==> config.mk <==
export PLATFORM = sky130hd
export DESIGN_NAME = lidar_scan_packet_decoder
export DESIGN_NICKNAME = d
export VERILOG_FILES = /design/src/lspd_pkg.sv /design/src/lspd_datapath.sv /design/src/lspd_control.sv /design/src/lidar_scan_packet_decoder.sv
export SDC_FILE = /design/constraint.sdc
export NUM_CORES = 2
export LEC_CHECK = 0
export BUFFER_PORTS_ARGS = -buffer_cell sky130_fd_sc_hd__buf_2
export CAP_MARGIN = 20
export CORE_MARGIN = 2
export CORE_UTILIZATION = 35
export DETAILED_ROUTE_END_ITERATION = 10
export PLACE_DENSITY = 0.53
export REMOVE_ABC_BUFFERS = 1
export SLEW_MARGIN = 25
export SYNTH_ARGS = -nofsm -noshare
export SYNTH_HDL_FRONTEND = slang
export SYNTH_SLANG_ARGS = --single-unit
==> constraint.sdc <==
create_clock -name clock -period 9 [get_ports clock]
set_clock_uncertainty 0.05 [all_clocks]
set_input_delay 0.9 -clock clock [delete_from_list [all_inputs] [get_ports clock]]
set_output_delay 0.9 -clock clock [all_outputs]
set_load 0.05 [all_outputs]
==> src/lspd_pkg.sv <==
// shared constants, types and tables of the scan packet decoder
`timescale 1ns / 1ps
package lspd_pkg;
   localparam int CordicSteps = 16;
   localparam int StepW = $clog2(CordicSteps + 1);
   localparam logic [7:0] SyncFirst = 8'hAA;
   localparam logic [7:0] SyncSecond = 8'h55;
   localparam logic signed [17:0] FullTurn = 18'sd23040;
   localparam int CW = 48;
   // radians at 2^30 to 1/64 degree: z * CorrScale / (6283 * 2^30)
   localparam logic [24:0] CorrScale = 25'd23040000;
   // ceil(2^39 / 6283), exact floor division by 6283 for 26-bit operands
   localparam logic [26:0] CorrRecip = 27'd87498936;

   // datapath commands from the controller
   typedef struct packed {
      logic clr_residual;
      logic hold_low;
      logic header_word;
      logic [1:0] header_sel;
      logic make_span;
      logic sample_word;
      logic cordic_load;
      logic cordic_step;
      logic div_load;
      logic div_step;
      logic finish;
      logic send;
   } cmd_type;

   typedef struct packed {
      logic count_zero;
      logic sample_last;
      logic out_busy;
   } stat_type;

   function automatic logic signed [31:0] atan_entry(input logic [4:0] i);
      logic signed [31:0] v;
      begin
         case (i)
            5'd0: v = 32'sd843314857;
            5'd1: v = 32'sd497837829;
            5'd2: v = 32'sd263043837;
            5'd3: v = 32'sd133525159;
            5'd4: v = 32'sd67021687;
            5'd5: v = 32'sd33543516;
            5'd6: v = 32'sd16775851;
            5'd7: v = 32'sd8388437;
            5'd8: v = 32'sd4194283;
            5'd9: v = 32'sd2097149;
            5'd10: v = 32'sd1048576;
            5'd11: v = 32'sd524288;
            5'd12: v = 32'sd262144;
            5'd13: v = 32'sd131072;
            5'd14: v = 32'sd65536;
            5'd15: v = 32'sd32768;
            5'd16: v = 32'sd16384;
            5'd17: v = 32'sd8192;
            5'd18: v = 32'sd4096;
            5'd19: v = 32'sd2048;
            5'd20: v = 32'sd1024;
            5'd21: v = 32'sd512;
            5'd22: v = 32'sd256;
            5'd23: v = 32'sd128;
            default: v = 32'sd0;
         endcase
         return v;
      end
   endfunction
endpackage

==> src/lspd_datapath.sv <==
// header registers, cordic, step divider and output register
`timescale 1ns / 1ps
module lspd_datapath (
   input  logic clock,
   input  logic reset,
   input  logic [7:0] req_rx_byte,
   input  lspd_pkg::cmd_type cmd,
   input  logic [lspd_pkg::StepW-1:0] step_idx,
   output lspd_pkg::stat_type stat,
   input  logic rsp_stall,
   output logic rsp_valid,
   output logic [15:0] rsp_distance,
   output logic [15:0] rsp_angle,
   output logic [7:0] rsp_sample_index,
   output logic rsp_last_sample,
   output logic [15:0] rsp_check_residual
);
   import lspd_pkg::*;

   logic [7:0] low_ff, count_ff, cur_ff;
   logic [14:0] first_ff, last_ff;
   logic [15:0] res_ff, dist_ff;
   logic signed [15:0] span_ff;
   logic [15:0] word;
   logic signed [CW-1:0] x_ff, y_ff, xs, ys;
   logic signed [31:0] z_ff;
   logic [4:0] si;
   // divider: dividend magnitude, quotient, remainder
   logic [23:0] num_ff, q_ff;
   logic [8:0] rem_ff;
   logic neg_ff;
   logic [8:0] rtry;
   logic [7:0] den;
   // angle scaling: magnitude, scaled and reciprocal products
   logic [30:0] zmag;
   logic [55:0] zscaled;
   logic [25:0] t_ff;
   logic [52:0] tprod;
   logic [13:0] cm_ff;
   logic signed [31:0] corr;
   logic signed [25:0] stepterm;
   logic signed [31:0] sum;
   logic [23:0] prodmag;
   logic signed [23:0] prod;
   logic v_ff;
   logic [15:0] od_ff, oa_ff, or_ff;
   logic [7:0] oi_ff;
   logic ol_ff;

   assign word = {req_rx_byte, low_ff};
   assign si = 5'(step_idx);
   assign xs = x_ff >>> si;
   assign ys = y_ff >>> si;
   assign den = count_ff - 8'd1;
   assign rtry = {rem_ff[7:0], num_ff[23]};
   assign prod = 24'(span_ff) * $signed({16'd0, cur_ff});
   assign prodmag = prod[23] ? 24'(-prod) : 24'(prod);
   // correction truncated toward zero: scale the magnitude, restore the sign
   assign zmag = z_ff[31] ? 31'(-z_ff) : 31'(z_ff);
   assign zscaled = {25'd0, zmag} * {31'd0, CorrScale};
   assign tprod = {27'd0, t_ff} * {26'd0, CorrRecip};
   assign corr = z_ff[31] ? -$signed({18'd0, cm_ff}) : $signed({18'd0, cm_ff});
   // floor for negative operands: negate and subtract one if inexact
   assign stepterm = (count_ff <= 8'd1) ? 26'sd0 :
      neg_ff ? -$signed({2'b0, q_ff}) - ((rem_ff != 9'd0) ? 26'sd1 : 26'sd0)
             : $signed({2'b0, q_ff});
   assign sum = 32'($signed({17'd0, first_ff})) + corr + 32'(stepterm);

   assign stat.count_zero = (count_ff == 8'd0);
   assign stat.sample_last = (32'(cur_ff) + 1 >= 32'(count_ff));
   assign stat.out_busy = v_ff && rsp_stall;

   // header and sample registers
   always_ff @(posedge clock) begin
      if (cmd.hold_low) low_ff <= req_rx_byte;
      if (cmd.clr_residual) res_ff <= 16'd0;
      else if (cmd.header_word || cmd.sample_word) res_ff <= res_ff ^ word;
      if (cmd.header_word) begin
         case (cmd.header_sel)
            2'd0: count_ff <= req_rx_byte;
            2'd1: first_ff <= word[15:1];
            2'd2: last_ff <= word[15:1];
            default: ;
         endcase
      end
      if (cmd.make_span) begin
         cur_ff <= 8'd0;
         span_ff <= (first_ff > last_ff) ?
            16'($signed({1'b0, last_ff}) + 17'sd23040 - $signed({1'b0, first_ff})) :
            16'($signed({1'b0, last_ff}) - $signed({1'b0, first_ff}));
      end
      if (cmd.sample_word) dist_ff <= word;
      if (cmd.finish) cur_ff <= cur_ff + 8'd1;
      if (cmd.cordic_load) begin
         x_ff <= CW'(64'sd15530 * $signed({48'd0, dist_ff}) * 64'sd65536);
         y_ff <= CW'(64'sd218 * (64'sd6212 - 64'sd10 * $signed({48'd0, dist_ff}))
                 * 64'sd65536);
         z_ff <= 32'sd0;
      end else if (cmd.cordic_step) begin
         if (!y_ff[CW-1]) begin
            x_ff <= x_ff + ys; y_ff <= y_ff - xs; z_ff <= z_ff + atan_entry(si);
         end else begin
            x_ff <= x_ff - ys; y_ff <= y_ff + xs; z_ff <= z_ff - atan_entry(si);
         end
      end
      // restoring divide, one quotient bit per cycle
      if (cmd.div_load) begin
         num_ff <= prodmag; neg_ff <= prod[23]; rem_ff <= 9'd0; q_ff <= 24'd0;
      end else if (cmd.div_step) begin
         num_ff <= {num_ff[22:0], 1'b0};
         if (rtry >= {1'b0, den}) begin
            rem_ff <= rtry - {1'b0, den}; q_ff <= {q_ff[22:0], 1'b1};
         end else begin
            rem_ff <= rtry; q_ff <= {q_ff[22:0], 1'b0};
         end
      end
      // angle scaling settles during the divider steps: t_ff first, then cm_ff from it
      if (cmd.div_step) begin
         t_ff <= zscaled[55:30];
         cm_ff <= tprod[52:39];
      end
   end

   // output register
   always_ff @(posedge clock) begin
      if (reset) v_ff <= 1'b0;
      else if (cmd.send) v_ff <= 1'b1;
      else if (!rsp_stall) v_ff <= 1'b0;
      if (cmd.send) begin
         od_ff <= dist_ff;
         oa_ff <= (dist_ff == 16'd0) ? 16'd0 :
            (sum < 0) ? 16'(sum + 32'sd23040) :
            (sum > 32'sd23040) ? 16'(sum - 32'sd23040) : 16'(sum);
         oi_ff <= cur_ff;
         ol_ff <= stat.sample_last;
         or_ff <= res_ff;
      end
   end

   assign rsp_valid = v_ff;
   assign rsp_distance = od_ff;
   assign rsp_angle = oa_ff;
   assign rsp_sample_index = oi_ff;
   assign rsp_last_sample = ol_ff;
   assign rsp_check_residual = or_ff;
endmodule

==> src/lspd_control.sv <==
// parse and sample sequencing state machine
`timescale 1ns / 1ps
module lspd_control (
   input  logic clock,
   input  logic reset,
   input  logic req_valid,
   output logic req_stall,
   input  logic [7:0] req_rx_byte,
   input  lspd_pkg::stat_type stat,
   output lspd_pkg::cmd_type cmd,
   output logic [lspd_pkg::StepW-1:0] step_idx
);
   import lspd_pkg::*;

   localparam logic [2:0] StHunt = 3'd0, StSync2 = 3'd1, StHeader = 3'd2,
      StData = 3'd3, StCordic = 3'd4, StDiv = 3'd5, StSend = 3'd6;

   logic [2:0] state_ff, state_in;
   logic [3:0] cnt_ff, cnt_in;
   logic [StepW-1:0] step_ff, step_in;
   logic [4:0] div_ff, div_in;
   logic acc;

   assign req_stall = (state_ff == StCordic) || (state_ff == StDiv) ||
                      (state_ff == StSend);
   assign acc = req_valid && !req_stall;
   assign step_idx = step_ff;

   // next state and commands
   always_comb begin
      state_in = state_ff; cnt_in = cnt_ff; step_in = step_ff; div_in = div_ff;
      cmd = '0;
      case (state_ff)
         StHunt: if (acc && req_rx_byte == SyncFirst) state_in = StSync2;
         StSync2: if (acc) begin
            if (req_rx_byte == SyncSecond) begin
               state_in = StHeader; cnt_in = 4'd0; cmd.clr_residual = 1'b1;
            end else state_in = StHunt;
         end
         StHeader: if (acc) begin
            if (!cnt_ff[0]) begin
               cmd.hold_low = 1'b1; cnt_in = cnt_ff + 4'd1;
            end else begin
               cmd.header_word = 1'b1;
               cmd.header_sel = cnt_ff[2:1];
               if (cnt_ff >= 4'd7) begin
                  cmd.make_span = 1'b1; cnt_in = 4'd0;
                  // count was written only at header word 0, so it is stable this edge
                  state_in = stat.count_zero ? StHunt : StData;
               end else cnt_in = cnt_ff + 4'd1;
            end
         end
         StData: if (acc) begin
            if (cnt_ff == 4'd0) begin
               cmd.hold_low = 1'b1; cnt_in = 4'd1;
            end else begin
               cmd.sample_word = 1'b1; cnt_in = 4'd0; state_in = StCordic;
               step_in = '0;
            end
         end
         StCordic: begin
            if (step_ff == '0) cmd.cordic_load = 1'b1;
            else cmd.cordic_step = 1'b1;
            if (step_ff == StepW'(CordicSteps)) begin
               cmd.div_load = 1'b1; state_in = StDiv; div_in = 5'd0;
            end else step_in = step_ff + 1'b1;
         end
         StDiv: begin
            cmd.div_step = 1'b1; div_in = div_ff + 5'd1;
            if (div_ff == 5'd23) state_in = StSend;
         end
         StSend: if (!stat.out_busy) begin
            cmd.send = 1'b1; cmd.finish = 1'b1;
            state_in = stat.sample_last ? StHunt : StData;
         end
         default: state_in = StHunt;
      endcase
   end

   // cordic step index lags load by one: step k applies shift k-1
   always_ff @(posedge clock) begin
      if (reset) begin
         state_ff <= StHunt; cnt_ff <= 4'd0; step_ff <= '0; div_ff <= 5'd0;
      end else begin
         state_ff <= state_in; cnt_ff <= cnt_in; step_ff <= step_in; div_ff <= div_in;
      end
   end
endmodule

==> src/lidar_scan_packet_decoder.sv <==
// top level of the lidar scan packet decoder
// channel | dir | ports
// req     | in  | req_valid, req_stall, req_rx_byte
// rsp     | out | rsp_valid, rsp_stall, rsp_distance, rsp_angle, rsp_sample_index,
//         |     | rsp_last_sample, rsp_check_residual
// sync and header bytes are never stalled; after a sample's second byte the input
// stalls for the cordic load and its 16 steps, the divider's 24 quotient bits
// and the send state; the word is valid the cycle after the send
// reset is synchronous and returns the parser to hunting for sync
// a stalled result holds the parser in the send cycle before the next word is sent
`timescale 1ns / 1ps
module lidar_scan_packet_decoder (
   input  logic clock,
   input  logic reset,
   input  logic req_valid,
   output logic req_stall,
   input  logic [7:0] req_rx_byte,
   output logic rsp_valid,
   input  logic rsp_stall,
   output logic [15:0] rsp_distance,
   output logic [15:0] rsp_angle,
   output logic [7:0] rsp_sample_index,
   output logic rsp_last_sample,
   output logic [15:0] rsp_check_residual
);
   import lspd_pkg::*;

   cmd_type cmd;
   stat_type stat;
   logic [StepW-1:0] step_idx;
   logic [StepW-1:0] shift_idx;

   assign shift_idx = (step_idx == '0) ? '0 : step_idx - 1'b1;

   lspd_control u_ctrl (
      .clock(clock), .reset(reset), .req_valid(req_valid), .req_stall(req_stall),
      .req_rx_byte(req_rx_byte), .stat(stat), .cmd(cmd), .step_idx(step_idx));

   lspd_datapath u_dp (
      .clock(clock), .reset(reset), .req_rx_byte(req_rx_byte), .cmd(cmd),
      .step_idx(shift_idx), .stat(stat), .rsp_stall(rsp_stall),
      .rsp_valid(rsp_valid), .rsp_distance(rsp_distance), .rsp_angle(rsp_angle),
      .rsp_sample_index(rsp_sample_index), .rsp_last_sample(rsp_last_sample),
      .rsp_check_residual(rsp_check_residual));
endmodule

==> results_dict.tcl <==
set metrics [dict create \
    dp_hpwl_um 162000 \
    worst_pin_slew_ns 1.04 \
    insertion_delay_ns 0.68 \
    p_int_uw 3320 \
    hold_viol 0 \
    route.detailed.drc 0 \
    antenna_left 0 \
    ios 71 \
    core_area_mm2 0.193 \
    cts-buffers-inserted 54 \
    synth_cells 7634 \
    clock-root-buffer "clkbuf_16" \
    synth.distinct_cells 114 \
    p_sw_share_pct 23.4 \
    cp_data_required_time_ns 9.38 \
    fillCellCount 19400 \
    maxCapViolCount 0 \
    comb_power_share_pct 0.4 \
    status "complete, no violations" \
    grt_pass1_wl_um 319000 \
    ys_warn_count 0 \
    drive_gt1_share_pct 6.53 \
    fmax_ghz 0.120 \
    portBuffers 70 \
    grt_pass1_vias 56000 \
    critical_path_class "reg -> reg" \
    netlist_top_cells_area "fa_1, ha_1, edfxtp_1" \
    antenna_found_initial 1 \
    synth_common_cells "inv_1, ha_1, fa_1" \
    slew_violations 0 \
    crit_fanout 8 \
    post_cts_buffers 0 \
    arrival_ns 8.71 \
    cts.repair.resized 0 \
    grt_max_degree 112 \
    setup_violations 0 \
    final_util_pct 38.4 \
    yosys.area.top_type_share_pct 20.6 \
    totalPowerFinal_uw 4340 \
    routed_wl_um 200000 \
    layout_min_cycle_time_ns 8.33 \
    gp_congestion 0.966 \
    synth_most_common_cell "inv_1" \
    synth_edf_count 270 \
    track_usage_pct 20.1 \
    post-route-period-util_pct 92.6 \
    yosys.area.top_type "fa_1" \
    initialDrtViolationCount 3505 \
    max-vdd-ir-drop_mv 0.144 \
    clk_pin_slew_ns 0.06 \
    clkPwrFrac_pct 54.5 \
    num_antenna_cells 0 \
    placed_area_mm2 0.0721 \
    synth-seq-cells 403 \
    cp-end-kind "register" \
    rsz0062_at_grt "no" \
    pwr-share-seq_pct 45.1 \
    p_leak_uw 0.0349 \
    die-area_mm2 0.198 \
    syn_area_mm2 0.0680 \
    synth_area_per_cell_um2 8.91 \
    via_count 55000 \
    area_growth_pct 8.81 \
    grt_overflow 0 \
    pwr_density_cell_mw_per_mm2 58.6 \
    fp.dieW_um 445 \
    ys_seq_area_share_pct 15.8 \
    cts.hold.buffers_added 0 \
    synthArstFlopShare_pct 0 \
    cts_max_path_buffers 3 \
    synth_ff_type "edfxtp_1" \
    cts_max_level 2 \
    die_h_um 445 \
    hold_path.class "reg -> reg" \
    critPathLaunchType "register" \
    cts_tree "yes" \
    num_rows 161 \
    start_util_pct 35.3 \
    nets 9312 \
    maxSlewHeadroom_pct 30.3 \
    wl_per_cell_um 19.5 \
    p_switching_uw 1010 \
    viasPerCell 5.36 \
    clock-sinks 403 \
    stdcell_area_mm2 0.0740 \
    drt_pass1_iterations 6 \
]
## power groups by stage
stage	combinational (uW)	sequential [uW]	clock, uW
finish	16.5	1960	2360
global route	17.2	1950	2500
CTS	16.7	1960	2430
detailed placement	16.4	2000	0
global placement	16.6	2000	0
floorplan	4.26	1990	0
## cells by family after synthesis
logic type	synth area share (%)
compound gates	16.1
xor+xnor	6.40
fa+ha+maj	37.4
buf+inv	8.15
flops	15.8
mux	2.51
simple gates	13.5
## metal layers
metal / GRT usage [%] / wire length [um]
met5: 0 / 0
met4: 5.34 / 5760
met3: 2.05 / 8980
met2: 32.9 / 91600
met1: 28.3 / 93200
## worst paths after layout
| kind | from | to | slack (ns) | cells past startpoint |
|---|---|---|---|---|
| setup / recovery | u_dp.z_ff[10]$_SDFFE_PP0P_ | u_dp.t_ff[25]$_DFFE_PP_ | 0.67 | 24 |
| hold / removal | u_dp.res_ff[9]$_SDFFE_PP0P_ | u_dp.rsp_check_residual[9]$_DFFE_PP_ | 0.40 | 0 |
| setup reg to reg | u_dp.z_ff[10]$_SDFFE_PP0P_ | u_dp.t_ff[25]$_DFFE_PP_ | 0.67 | 24 |
| hold reg to reg | u_dp.res_ff[9]$_SDFFE_PP0P_ | u_dp.rsp_check_residual[9]$_DFFE_PP_ | 0.40 | 0 |
## per-stage QoR
step	std cells	setup TNS, ns	setup slack, ns	hold slack (ns)
after floorplan	7365	-236.29	-3.82	0.376
after global placement	10200	0	0.581	0.385
after detailed placement	10200	0	0.563	0.388
after CTS	10300	0	0.524	0.402
after global routing	10300	0	0.0134	0.410
final	10300	0	0.665	0.403
## critical path: stages, from the launching register on
cell and delay, ns:
dfxtp_1 0.37, or4_1 0.58, or3_1 0.38, or2_2 0.29, o21ai_0 0.19, xnor2_1 0.41
inv_1 0.23, fa_1 0.53, fa_1 0.52, inv_1 0.06, fa_1 0.46, fa_1 0.51
fa_1 0.49, ha_1 0.35, a21o_1 0.21, or3_1 0.35, o221a_2 0.30, a31oi_1 0.28
o31ai_1 0.19, o221ai_1 0.30, o31ai_1 0.18, a211oi_1 0.40, a21oi_1 0.17, a21oi_1 0.20
xnor2_1 0.08
## state kept, by name, indices dropped and copies added, names as in the netlist, 24 cells and up
signal and count:
u_dp.num_ff 24, u_dp.x_ff 48, u_dp.z_ff 32, u_dp.y_ff 48, u_dp.t_ff 26, u_dp.q_ff 24
## layout by cell type (no fill, tap or decap), types with 21 or more instances in the layout
master	instances
a311oi_1	35
a21boi_0	21
nand2_1	498
edfxtp_1	270
o21bai_1	47
o31ai_1	36
nor4_1	22
clkbuf_16	56
a21o_1	154
fa_1	701
and2_1	179
dfxtp_1	132
mux2i_1	111
buf_4	181
nor2b_1	57
o21ai_0	370
or3_1	40
nand2b_1	51
xor2_1	203
nor3_1	120
nor2_1	435
o21a_1	53
and3_1	39
nand4_1	31
nand3_1	262
a2111oi_0	53
or2_2	21
xnor2_1	291
inv_1	1148
ha_1	913
a211oi_1	51
o211ai_1	38
a21oi_1	400
o22ai_1	40
a31oi_1	125
buf_2	70
## final cells by class
cell class	instances	area, um^2	share of cell area (%)
clock buffer	71	1500	2.02
sequential	403	10800	14.6
clock inverter	31	414	0.560
timing repair buffer	264	1970	2.66
inverter	1156	4340	5.87
tap	2526	3160	4.27
multi-input combinational	5806	51900	70.1
Power figures use the tool's default switching activity.
